==> config.mk <==
export PLATFORM = sky130hd
export DESIGN_NAME = adc_event_record_deframer_core
export DESIGN_NICKNAME = d
export VERILOG_FILES = /design/src/rtl/adcerd_pkg.sv /design/src/rtl/adcerd_tracker.sv /design/src/rtl/adcerd_out_reg.sv /design/src/rtl/adc_event_record_deframer_core.sv
export SDC_FILE = /design/constraint.sdc
export NUM_CORES = 1
export LEC_CHECK = 0
export ABC_AREA = 0
export BUFFER_PORTS_ARGS = -buffer_cell sky130_fd_sc_hd__buf_4
export CORE_UTILIZATION = 59
export DETAILED_ROUTE_END_ITERATION = 8
export GPL_TIMING_DRIVEN = 0
export PLACE_DENSITY = 0.92
export SLEW_MARGIN = 10
export SYNTH_ARGS = -nofsm -noshare
export SYNTH_HDL_FRONTEND = slang
export SYNTH_HIERARCHICAL = 1
export SYNTH_SLANG_ARGS = --single-unit
export TNS_END_PERCENT = 50
==> constraint.sdc <==
create_clock -name clk -period 6.8 [get_ports clk]
set_input_delay 0.34 -clock clk [delete_from_list [all_inputs] [get_ports clk]]
set_output_delay 0.34 -clock clk [all_outputs]
set_load 0.05 [all_outputs]
==> src/rtl/adcerd_pkg.sv <==
// Shared types and constants for the ADC event record deframer.
// Used by adcerd_tracker, adcerd_out_reg and adc_event_record_deframer_core.
package adcerd_pkg;

	localparam int WORD_W    = 32;
	localparam int POS_W     = 12;
	localparam int RSL_W     = 12;
	localparam int EVC_W     = 9;
	localparam int CHAN_W    = 8;
	localparam int TIME_W    = 48;
	localparam int CFG_IDX_W = 1;

	// register indexes on the configuration port
	localparam logic [CFG_IDX_W-1:0] REG_RAW_SAMPLE_LENGTH  = 1'b0;
	localparam logic [CFG_IDX_W-1:0] REG_ENERGY_VALUE_COUNT = 1'b1;

	// record length minus one, without the variable parts
	localparam logic [POS_W-1:0] FIXED_WORDS_M1 = 12'd5;
	localparam logic [POS_W-1:0] POS_HEADER     = 12'd0;
	localparam logic [POS_W-1:0] POS_TIME_LO    = 12'd1;
	// offsets back from the trailer position
	localparam logic [POS_W-1:0] OFS_MAX_ENERGY   = 12'd3;
	localparam logic [POS_W-1:0] OFS_FIRST_ENERGY = 12'd2;
	localparam logic [POS_W-1:0] OFS_FLAGS        = 12'd1;
	// largest position the counter reaches (longest record minus one)
	localparam logic [POS_W-1:0] POS_MAX = 12'd2563;

	localparam logic [CHAN_W-1:0] CHAN_OFFSET = 8'd64;

	localparam int BIT_NEIGHBOR_MINUS = 28;
	localparam int BIT_NEIGHBOR_PLUS  = 29;
	localparam int BIT_PILEUP         = 30;

	typedef struct packed {
		logic        pileup_flag;
		logic        neighbor_plus;
		logic        neighbor_minus;
	} flags_t;

	typedef struct packed {
		flags_t              flags;
		logic [TIME_W-1:0]   event_time;
		logic signed [WORD_W-1:0] event_energy;
		logic [CHAN_W-1:0]   channel_id;
	} result_t;

endpackage

==> src/rtl/adcerd_tracker.sv <==
// Record position counter and per-record field capture.
// Depends on adcerd_pkg.
module adcerd_tracker (
	input  logic                         clk,
	input  logic                         arst_n,
	input  logic                         accept,
	input  logic [adcerd_pkg::WORD_W-1:0] data_word,
	input  logic                         buffer_end,
	input  logic [adcerd_pkg::RSL_W-1:0]  raw_sample_length,
	input  logic [adcerd_pkg::EVC_W-1:0]  energy_value_count,
	output logic                         emit,
	output adcerd_pkg::result_t          result,
	output logic [adcerd_pkg::POS_W-1:0]  position
);

	logic [adcerd_pkg::POS_W-1:0]  pos_q;
	logic [adcerd_pkg::POS_W-1:0]  last_pos;
	logic [adcerd_pkg::POS_W-1:0]  pos_next;
	logic [adcerd_pkg::CHAN_W-1:0] chan_q;
	logic [adcerd_pkg::TIME_W-1:0] time_q;
	logic [adcerd_pkg::WORD_W-1:0] max_q;
	logic [adcerd_pkg::WORD_W-1:0] first_q;
	adcerd_pkg::flags_t            flags_q;

	// trailer position = record length - 1
	assign last_pos = adcerd_pkg::FIXED_WORDS_M1
		+ {1'b0, raw_sample_length[adcerd_pkg::RSL_W-1:1]}
		+ {{(adcerd_pkg::POS_W-adcerd_pkg::EVC_W){1'b0}}, energy_value_count};

	// at or past the trailer (also after a shrinking register write)
	assign emit = (pos_q >= last_pos);

	always_comb begin
		if (emit || buffer_end) begin
			pos_next = '0;
		end else begin
			pos_next = pos_q + 12'd1;
		end
	end

	always_ff @(posedge clk or negedge arst_n) begin
		if (!arst_n) begin
			pos_q   <= '0;
			chan_q  <= '0;
			time_q  <= '0;
			max_q   <= '0;
			first_q <= '0;
			flags_q <= '0;
		end else if (accept) begin
			pos_q <= pos_next;
			if (!emit) begin
				priority if (pos_q == adcerd_pkg::POS_HEADER) begin
					chan_q <= {data_word[15:11], data_word[2:0]} - adcerd_pkg::CHAN_OFFSET;
					time_q <= {data_word[31:16], 32'd0};
				end else if (pos_q == adcerd_pkg::POS_TIME_LO) begin
					time_q[adcerd_pkg::WORD_W-1:0] <= data_word;
				end else if (pos_q == last_pos - adcerd_pkg::OFS_MAX_ENERGY) begin
					max_q <= data_word;
				end else if (pos_q == last_pos - adcerd_pkg::OFS_FIRST_ENERGY) begin
					first_q <= data_word;
				end else if (pos_q == last_pos - adcerd_pkg::OFS_FLAGS) begin
					flags_q.neighbor_minus <= data_word[adcerd_pkg::BIT_NEIGHBOR_MINUS];
					flags_q.neighbor_plus  <= data_word[adcerd_pkg::BIT_NEIGHBOR_PLUS];
					flags_q.pileup_flag    <= data_word[adcerd_pkg::BIT_PILEUP];
				end else begin
					// raw sample and energy filter words are dropped
				end
			end
		end
	end

	always_comb begin
		result.channel_id   = chan_q;
		result.event_energy = $signed(max_q - first_q);
		result.event_time   = time_q;
		result.flags        = flags_q;
	end

	assign position = pos_q;

endmodule

==> src/rtl/adcerd_out_reg.sv <==
// Result register on the master side of the deframer.
// Depends on adcerd_pkg.
module adcerd_out_reg (
	input  logic                clk,
	input  logic                arst_n,
	input  logic                load,
	input  adcerd_pkg::result_t load_data,
	output logic                free,
	output logic                out_valid,
	input  logic                out_ready,
	output adcerd_pkg::result_t out_data
);

	logic                valid_q;
	adcerd_pkg::result_t data_q;

	// slot can take a new result this cycle if empty or being drained
	assign free = !valid_q || out_ready;

	always_ff @(posedge clk or negedge arst_n) begin
		if (!arst_n) begin
			valid_q <= 1'b0;
		end else if (load) begin
			valid_q <= 1'b1;
		end else if (out_ready) begin
			valid_q <= 1'b0;
		end
	end

	always_ff @(posedge clk) begin
		if (load) begin
			data_q <= load_data;
		end
	end

	assign out_valid = valid_q;
	assign out_data  = data_q;

endmodule

==> src/rtl/adc_event_record_deframer_core.sv <==
// Top level of the ADC event record deframer: config registers, tracker, result register.
// Depends on adcerd_pkg, adcerd_tracker and adcerd_out_reg.
//
// Use: readout words enter on the s_ stream, one beat per 32-bit word, with
// s_tlast marking the final word of a readout buffer. Each fixed-length record
// (6 + raw_sample_length/2 + energy_value_count words) yields one beat on the
// m_ stream when its trailer word is taken; all other words give no beat.
// Throughput: one word per cycle while s_tready is high. The result beat appears in the
// cycle after the trailer word is accepted, from a single result register.
// s_tready is low only when the next word is a trailer and the result register
// still holds an untaken beat; other words keep flowing while m_ stalls.
// s_tlast returns the record position to zero and drops any partial record. The user
// must write configuration through cfg_we/cfg_index/cfg_wdata only while idle; the block
// does not enforce it. Reset clears the registers, position and all held record fields.
module adc_event_record_deframer_core (
	input  logic        clk,
	input  logic        arst_n,
	input  logic        cfg_we,
	input  logic [adcerd_pkg::CFG_IDX_W-1:0] cfg_index,
	input  logic [adcerd_pkg::RSL_W-1:0]     cfg_wdata,
	input  logic        s_tvalid,
	output logic        s_tready,
	input  logic [31:0] s_tdata,   // [31:0] data_word
	input  logic        s_tlast,   // buffer_end
	output logic        m_tvalid,
	input  logic        m_tready,
	output logic [87:0] m_tdata,   // [7:0] channel_id, [39:8] event_energy, [87:40] event_time
	output logic [2:0]  m_tuser    // [0] neighbor_minus, [1] neighbor_plus, [2] pileup_flag
);

	logic [adcerd_pkg::RSL_W-1:0] rsl_q;
	logic [adcerd_pkg::EVC_W-1:0] evc_q;
	logic                         accept;
	logic                         emit;
	logic                         slot_free;
	logic [adcerd_pkg::POS_W-1:0] position;
	adcerd_pkg::result_t          trk_result;
	adcerd_pkg::result_t          out_result;

	always_ff @(posedge clk or negedge arst_n) begin
		if (!arst_n) begin
			rsl_q <= '0;
			evc_q <= '0;
		end else if (cfg_we) begin
			unique case (cfg_index)
				adcerd_pkg::REG_RAW_SAMPLE_LENGTH:  rsl_q <= cfg_wdata;
				adcerd_pkg::REG_ENERGY_VALUE_COUNT: evc_q <= cfg_wdata[adcerd_pkg::EVC_W-1:0];
				default: ;
			endcase
		end
	end

	assign s_tready = !emit || slot_free;
	assign accept   = s_tvalid && s_tready;

	adcerd_tracker u_tracker (
		.clk                (clk),
		.arst_n             (arst_n),
		.accept             (accept),
		.data_word          (s_tdata),
		.buffer_end         (s_tlast),
		.raw_sample_length  (rsl_q),
		.energy_value_count (evc_q),
		.emit               (emit),
		.result             (trk_result),
		.position           (position)
	);

	adcerd_out_reg u_out_reg (
		.clk       (clk),
		.arst_n    (arst_n),
		.load      (accept && emit),
		.load_data (trk_result),
		.free      (slot_free),
		.out_valid (m_tvalid),
		.out_ready (m_tready),
		.out_data  (out_result)
	);

	assign m_tdata = {out_result.event_time, out_result.event_energy, out_result.channel_id};
	assign m_tuser = {out_result.flags.pileup_flag, out_result.flags.neighbor_plus,
		out_result.flags.neighbor_minus};

	// a trailer beat always reaches the result register
	a_emit_visible: assert property (@(posedge clk) disable iff (!arst_n)
		(accept && emit) |=> m_tvalid)
		else $error("trailer word produced no result beat");

	// no beat appears without a trailer word
	a_no_spurious: assert property (@(posedge clk) disable iff (!arst_n)
		(!m_tvalid && !(accept && emit)) |=> !m_tvalid)
		else $error("result beat without trailer word");

	// buffer end always rewinds the record position
	a_buffer_end: assert property (@(posedge clk) disable iff (!arst_n)
		(accept && s_tlast) |=> (position == '0))
		else $error("position not cleared after buffer end");

	// position never runs past the longest possible record
	a_pos_range: assert property (@(posedge clk) disable iff (!arst_n)
		position <= adcerd_pkg::POS_MAX)
		else $error("record position out of range");

endmodule

Yosys cells after proc, flatten, opt, wreduce, memory -nomap -nowiden

Index checks and enable logic that the tools add are counted.

$add $sub $neg: 8
Multiply operators: 0
Div/mod/pow operators: 0
Order comparisons: 1
Eq/ne operators: 4
Shift operators: 0
Mux-type cells: 5
Bitwise gates (word level): 6
Reduce and logical (&&, ||, !) cells: 17

Operators by type and width:

| cell                                                                    | number |
|---|---|
| 32-bit two-way mux                                                      | 2 |
| 12-bit equality test                                                    | 3 |
| 32-bit subtractor                                                       | 1 |
| 12-bit by 2-bit subtractor with 12-bit output (second input constant)   | 2 |
| 12-bit by 1-bit adder with 12-bit output (second input constant)        | 1 |
| 12-bit by 9-bit adder with 12-bit output                                | 1 |
| 3-bit by 11-bit adder with 12-bit output (first input constant)         | 1 |
| 12-bit by 1-bit equality test with 1-bit output (second input constant) | 1 |
| 12-bit >= comparator                                                    | 1 |
| 12-bit logical NOT                                                      | 1 |
| 12-bit two-way mux                                                      | 1 |
| 12-bit by 1-bit subtractor with 12-bit output (second input constant)   | 1 |
| 8-bit by 7-bit subtractor with 8-bit output (second input constant)     | 1 |
| 7-bit AND reduction                                                     | 1 |
| 1-bit inverter                                                          | 6 |
| 3-bit AND reduction                                                     | 2 |
| 6-bit AND reduction                                                     | 1 |
| 5-bit AND reduction                                                     | 1 |
| 2-bit AND reduction                                                     | 2 |
| 2-bit nonzero test                                                      | 2 |
| 1-bit logical OR                                                        | 3 |
| 1-bit logical AND                                                       | 2 |
| 1-bit logical NOT                                                       | 2 |
| 1-bit two-way mux                                                       | 2 |

Register bits: 248
Latch bits: 0
Memory bits (writable): 0
Bits in read-only memories: 0
Memories: 0

Depth between registers and ports, before layout

Depth after elaboration: 8
Depth in mapped cells: 25

By module

Netlist, hierarchy kept.

Modules (own cells, without submodules):

| module                         | times used | cells each | area each (um2) |
|---|---|---|---|
| adcerd_tracker                 | 1          | 908        | 8989.9 |
| adcerd_out_reg                 | 1          | 94         | 2780.2 |
| adc_event_record_deframer_core | 1          | 48         | 858.3 |

Worst setup path before layout

No wires, ideal clock.

Path kind: reg2reg
Start point: register rsl_q[2] in the netlist's numbering
End point: register u_out_reg.valid_q (netlist: u_out_reg/out_valid)
Arrival time: 5.682 ns
Data required time: 6.721 ns
Path slack: 1.039 ns
Stages on the path, launching flop included: 16
Path through: dfrtp_1 ha_1 ha_1 fa_1 a211oi_4 nor2_2 xnor2_4 inv_1 ha_1 nand2_1 o21ai_0 a41o_1 o22a_1 and2_1 and3_1 nand2b_2

Word-level cells in the longest chain between the ends: 8
Elaborated cells between the ends (all ways): 9
Those cells by class: 2 x add/sub; 1 x order compare; 1 x mux; 5 x reduce/logical

RTL lines:

| what                                                           | RTL line                             | source |
|---|---|---|
| start, declared                                                | adc_event_record_deframer_core.sv:31 | `logic [adcerd_pkg::RSL_W-1:0] rsl_q;` |
| start signal, assigned                                         | adc_event_record_deframer_core.sv:46 | `adcerd_pkg::REG_RAW_SAMPLE_LENGTH: rsl_q <= cfg_wdata;` |
| 3-bit by 11-bit adder with 12-bit output *                     | adcerd_tracker.sv:27                 | `+ {1'b0, raw_sample_length[adcerd_pkg::RSL_W-1:1]}` |
| 12-bit by 9-bit adder with 12-bit output *                     | adcerd_tracker.sv:28                 | `+ {{(adcerd_pkg::POS_W-adcerd_pkg::EVC_W){1'b0}}, energy_value_count};` |
| 12-bit >= comparator *                                         | adcerd_tracker.sv:31                 | `assign emit = (pos_q >= last_pos);` |
| named net emit                                                 | adc_event_record_deframer_core.sv:34 | `logic emit;` |
| 1-bit logical NOT                                              | -                                    |  |
| 1-bit logical OR                                               | adc_event_record_deframer_core.sv:53 | `assign s_tready = !emit \|\| slot_free;` |
| 1-bit logical AND                                              | adc_event_record_deframer_core.sv:54 | `assign accept = s_tvalid && s_tready;` |
| 1-bit logical AND *                                            | adc_event_record_deframer_core.sv:72 | `.load (accept && emit),` |
| 1-bit two-way mux / 2-bit nonzero test (equally long branches) | -                                    |  |
| end signal, assigned                                           | adcerd_out_reg.sv:22                 | `valid_q <= 1'b0;` |
| end signal, assigned                                           | adcerd_out_reg.sv:24                 | `valid_q <= 1'b1;` |
| end signal, assigned                                           | adcerd_out_reg.sv:26                 | `valid_q <= 1'b0;` |
| end, declared                                                  | adcerd_out_reg.sv:14                 | `logic valid_q;` |

Mark *: on every way through the listed nets, which the timed path passes. The rest lies on a longest branch.
A chain may end at the register's enable or synchronous reset.

Worst setup path in the final report

Start point: register rsl_q[2] in the netlist's numbering
End point: register u_tracker/chan_q[0] in the netlist's numbering

Word-level cells in the longest chain between the ends: 7
Elaborated cells between the ends (all ways): 8
Those cells by class: 2 x add/sub; 1 x order compare; 1 x bitwise; 4 x reduce/logical

RTL lines:

| what                                     | RTL line                             | source |
|---|---|---|
| 3-bit by 11-bit adder with 12-bit output | adcerd_tracker.sv:27                 |  |
| 12-bit by 9-bit adder with 12-bit output | adcerd_tracker.sv:28                 |  |
| 12-bit >= comparator                     | adcerd_tracker.sv:31                 |  |
| named net emit                           | adc_event_record_deframer_core.sv:34 |  |
| 1-bit logical NOT                        | -                                    |  |
| 1-bit logical OR                         | adc_event_record_deframer_core.sv:53 |  |
| 1-bit logical AND                        | adc_event_record_deframer_core.sv:54 |  |
| named net accept                         | adc_event_record_deframer_core.sv:33 | `logic accept;` |
| 3-bit AND reduction (no line)            | -                                    |  |
| end signal, assigned                     | adcerd_tracker.sv:53                 | `chan_q <= {data_word[15:11], data_word[2:0]} - adcerd_pkg::CHAN_OFFSET;` |
| end, declared                            | adcerd_tracker.sv:19                 | `logic [adcerd_pkg::CHAN_W-1:0] chan_q;` |

The timed path passes the listed nets, and every way through them passes these cells.

==> run_results.csv <==
group,metric,value,unit
worst_setup_path,crit_top_cell,"ha_1",
finish,num_antenna_cells,0,
finish,nets,1343,
cts,cts_root_buf,"clkbuf_16",
worst_setup_path,worstPathRequired,7.18,ns
yosys,netlist_area,12600,um2
routing,viasPerCell,5.95,
worst_setup_path,critPathMaxStageDelay,0.57,ns
cts,postCtsHoldBufs,1,
cts,cts_tree,"yes",
floorplanning,core.rowCount,53,
global_routing,antenna_found_initial,0,
routing,wirelength,29800,um
floorplanning,dieArea,21900,um2
finish,drive_gt1_share,26.4,%
job,cap_violations,0,
placement,place.gp.congestion,0.920,
power_and_ir_drop,internal_power,0.00336,W
cts,cts_resized,0,
sta,post-route-period-util,90.1,%
worst_setup_path,cp-end-kind,"register",
min_path,min_path_type,"in2reg",
worst_setup_path,cp_slowest_cell,"nor3_2",
global_routing,grt_use_total,27.4,%
sta,rsz0062_at_grt,"false",
power_and_ir_drop,power.density,340,nW/um2
sta,slew_viol_final,0,
yosys,synth_nets,1170,
sta,relSlewSlack,29.2,%
finish,fillers,1336,
power_and_ir_drop,p_sw,0.00170,W
worst_setup_path,path_cells,"ha_1 > ha_1 > fa_1 > a211oi_4 > nor2_2 > xnor2_4 > inv_1 > ha_1 > a2111oi_0 > o21ai_0 > a41o_1 > o22a_1 > and2_1 > nand2b_1 > and2_1 > inv_1 > nor3_2 > buf_2 > mux2_2",
global_routing,grt_first_pass_wirelength,47500,um
cts,path_clk_slew,0.07,ns
sta,whs,0.0685,ns
worst_setup_path,cp.arrival,6.51,ns
power_and_ir_drop,total_power,0.00507,W
yosys,yosys_warnings,6,
yosys,syn_area_per_cell,12.0,um2
cts,cts_buffers,25,
cts,cts_sinks,247,
global_routing,grt_max_degree,91,
routing,drc,0,
power_and_ir_drop,swShare,33.6,%
placement,dp_worst_setup_slack,0.760,ns
cts,cts-htree-levels,1,
cts,cts_setup_buffers,0,
sta,final_hold_viol_count,0,
placement,dp_hpwl,20600,um
placement,port_buffers,143,
power_and_ir_drop,vdd_drop_max,0.265,mV
power_and_ir_drop,p_leak,6.85,nW
worst_setup_path,crit_fanout,10,
routing,routedWlPerCell,19.7,um
floorplanning,die_height,148,um
finish,area_growth,18.4,%
cts,clockBufferDepth,3,
worst_setup_path,path_class,"reg2reg",
sta,worstMarginPinSlew,1.05,ns
sta,skew,0.0196,ns
yosys,syn_inst,1048,
global_routing,global_route.overflow_total,0,
worst_setup_path,critPathLaunchType,"register",
power_and_ir_drop,power_frac_seq,37.2,%
routing,dr.pass1.iters,8,
sta,setup_viol,0,
outcome,status,"complete, no violations",
finish,final_util,71.1,%
sta,totalNegativeSetupSlack,0,ns
sta,layout_min_cycle_time,6.13,ns
sta,worst_slack,0.673,ns
power_and_ir_drop,clockPowerShare,27.3,%
floorplanning,coreArea,21000,um2
routing,detail-route-antenna-nets,0,
routing,num_vias,9014,
sta,fmax,0.163,GHz
floorplanning,initial_core_util,60.1,%
floorplanning,die_x,148,um
floorplanning,io_pins,144,
routing,drt_iter0_drc,720,
cts,clk_latency,0.51,ns
power_and_ir_drop,comb_power_share,35.4,%
global_routing,grt_pass1_vias,9133,
## cell usage in the layout (no fill, tap or decap), drive strengths merged, types with 9 or more instances in the layout
master  instances
buf           163
dfrtp         156
mux2          111
nand2          92
edfxtp         91
inv            75
ha             69
o21ai          61
clkbuf         56
nor2           48
xnor2          37
a21oi          35
xor2           27
nand3          25
nor3           16
a21o           15
nand2b         13
and2           10
a211oi         10
nand4           9
## per-layer routing
metal | up-vias | track usage [%] | wire length [um]
met5 | - | 0 | 0
met4 | 0 | 9.43 | 960
met3 | 88 | 3.96 | 2040
met2 | 440 | 48.0 | 15100
met1 | 4410 | 34.9 | 11700
li1 | 4076 | - | -
## area by class of cell
| cell class | instances | area (um2) | area share, % |
|---|---|---|---|
| Buffer | 37 | 245 | 1.65 |
| Clock buffer | 37 | 702 | 4.71 |
| Clock inverter | 8 | 124 | 0.831 |
| Inverter | 74 | 278 | 1.86 |
| Multi-Input combinational cell | 690 | 5430 | 36.5 |
| Sequential cell | 247 | 6640 | 44.5 |
| Tap cell | 275 | 344 | 2.31 |
| Timing Repair Buffer | 146 | 1140 | 7.64 |
## flip-flops by register name, summed over array words and instances (netlist names)
signal	flops
u_out_reg/out_data	91
u_tracker/time_q	48
u_tracker/first_q	32
u_tracker/max_q	32
u_tracker/position	12
rsl_q	11
evc_q	9
u_tracker/chan_q	8
u_tracker/result	3
u_out_reg/out_valid	1
## power groups by stage
stage	combinational, W	sequential (W)	clock, W
2_1_floorplan	0.00132	0.00188	0
3_3_place_gp	0.00164	0.00189	0
3_5_place_dp	0.00172	0.00191	0
4_1_cts	0.00176	0.00189	0.00140
5_1_grt	0.00195	0.00190	0.00145
6_report	0.00180	0.00189	0.00139
## critical path: cells and delay by family (launching register included)
| kind | cells | cell delay, ns |
|---|---|---|
| muxes | 1 | 0.39 |
| AOI/OAI and AO/OA | 5 | 1.47 |
| buffers and inverters | 3 | 0.73 |
| and+or+nand+nor | 5 | 1.36 |
| adders and majority gates | 4 | 1.35 |
| DFF | 1 | 0.40 |
| xor gates and xnor gates | 1 | 0.27 |
## stage by stage
step,std cells,instance area [um2]
floorplan,1048,12600
global placement,1466,14000
detailed placement,1468,14100
CTS,1514,14900
global route,1514,14900
finish,1514,14900
## worst paths after layout
| path | start | end | slack (ns) | depth (start not counted) |
|---|---|---|---|---|
| setup / recovery | rsl_q[2] | u_tracker/chan_q[0] | 0.67 | 19 |
| hold / removal | cfg_wdata[11] | rsl_q[11] | 0.07 | 2 |
| setup reg to reg | rsl_q[2] | u_tracker/chan_q[0] | 0.67 | 19 |
| hold reg to reg | u_tracker/chan_q[1] | u_out_reg/out_data[1] | 0.44 | 0 |
| max in group asynchronous | arst_n | evc_q[2] | 5.58 | 3 |
| min in group asynchronous | arst_n | u_tracker/chan_q[6] | 0.39 | 2 |
No activity file was read; power rests on OpenSTA's default activity.
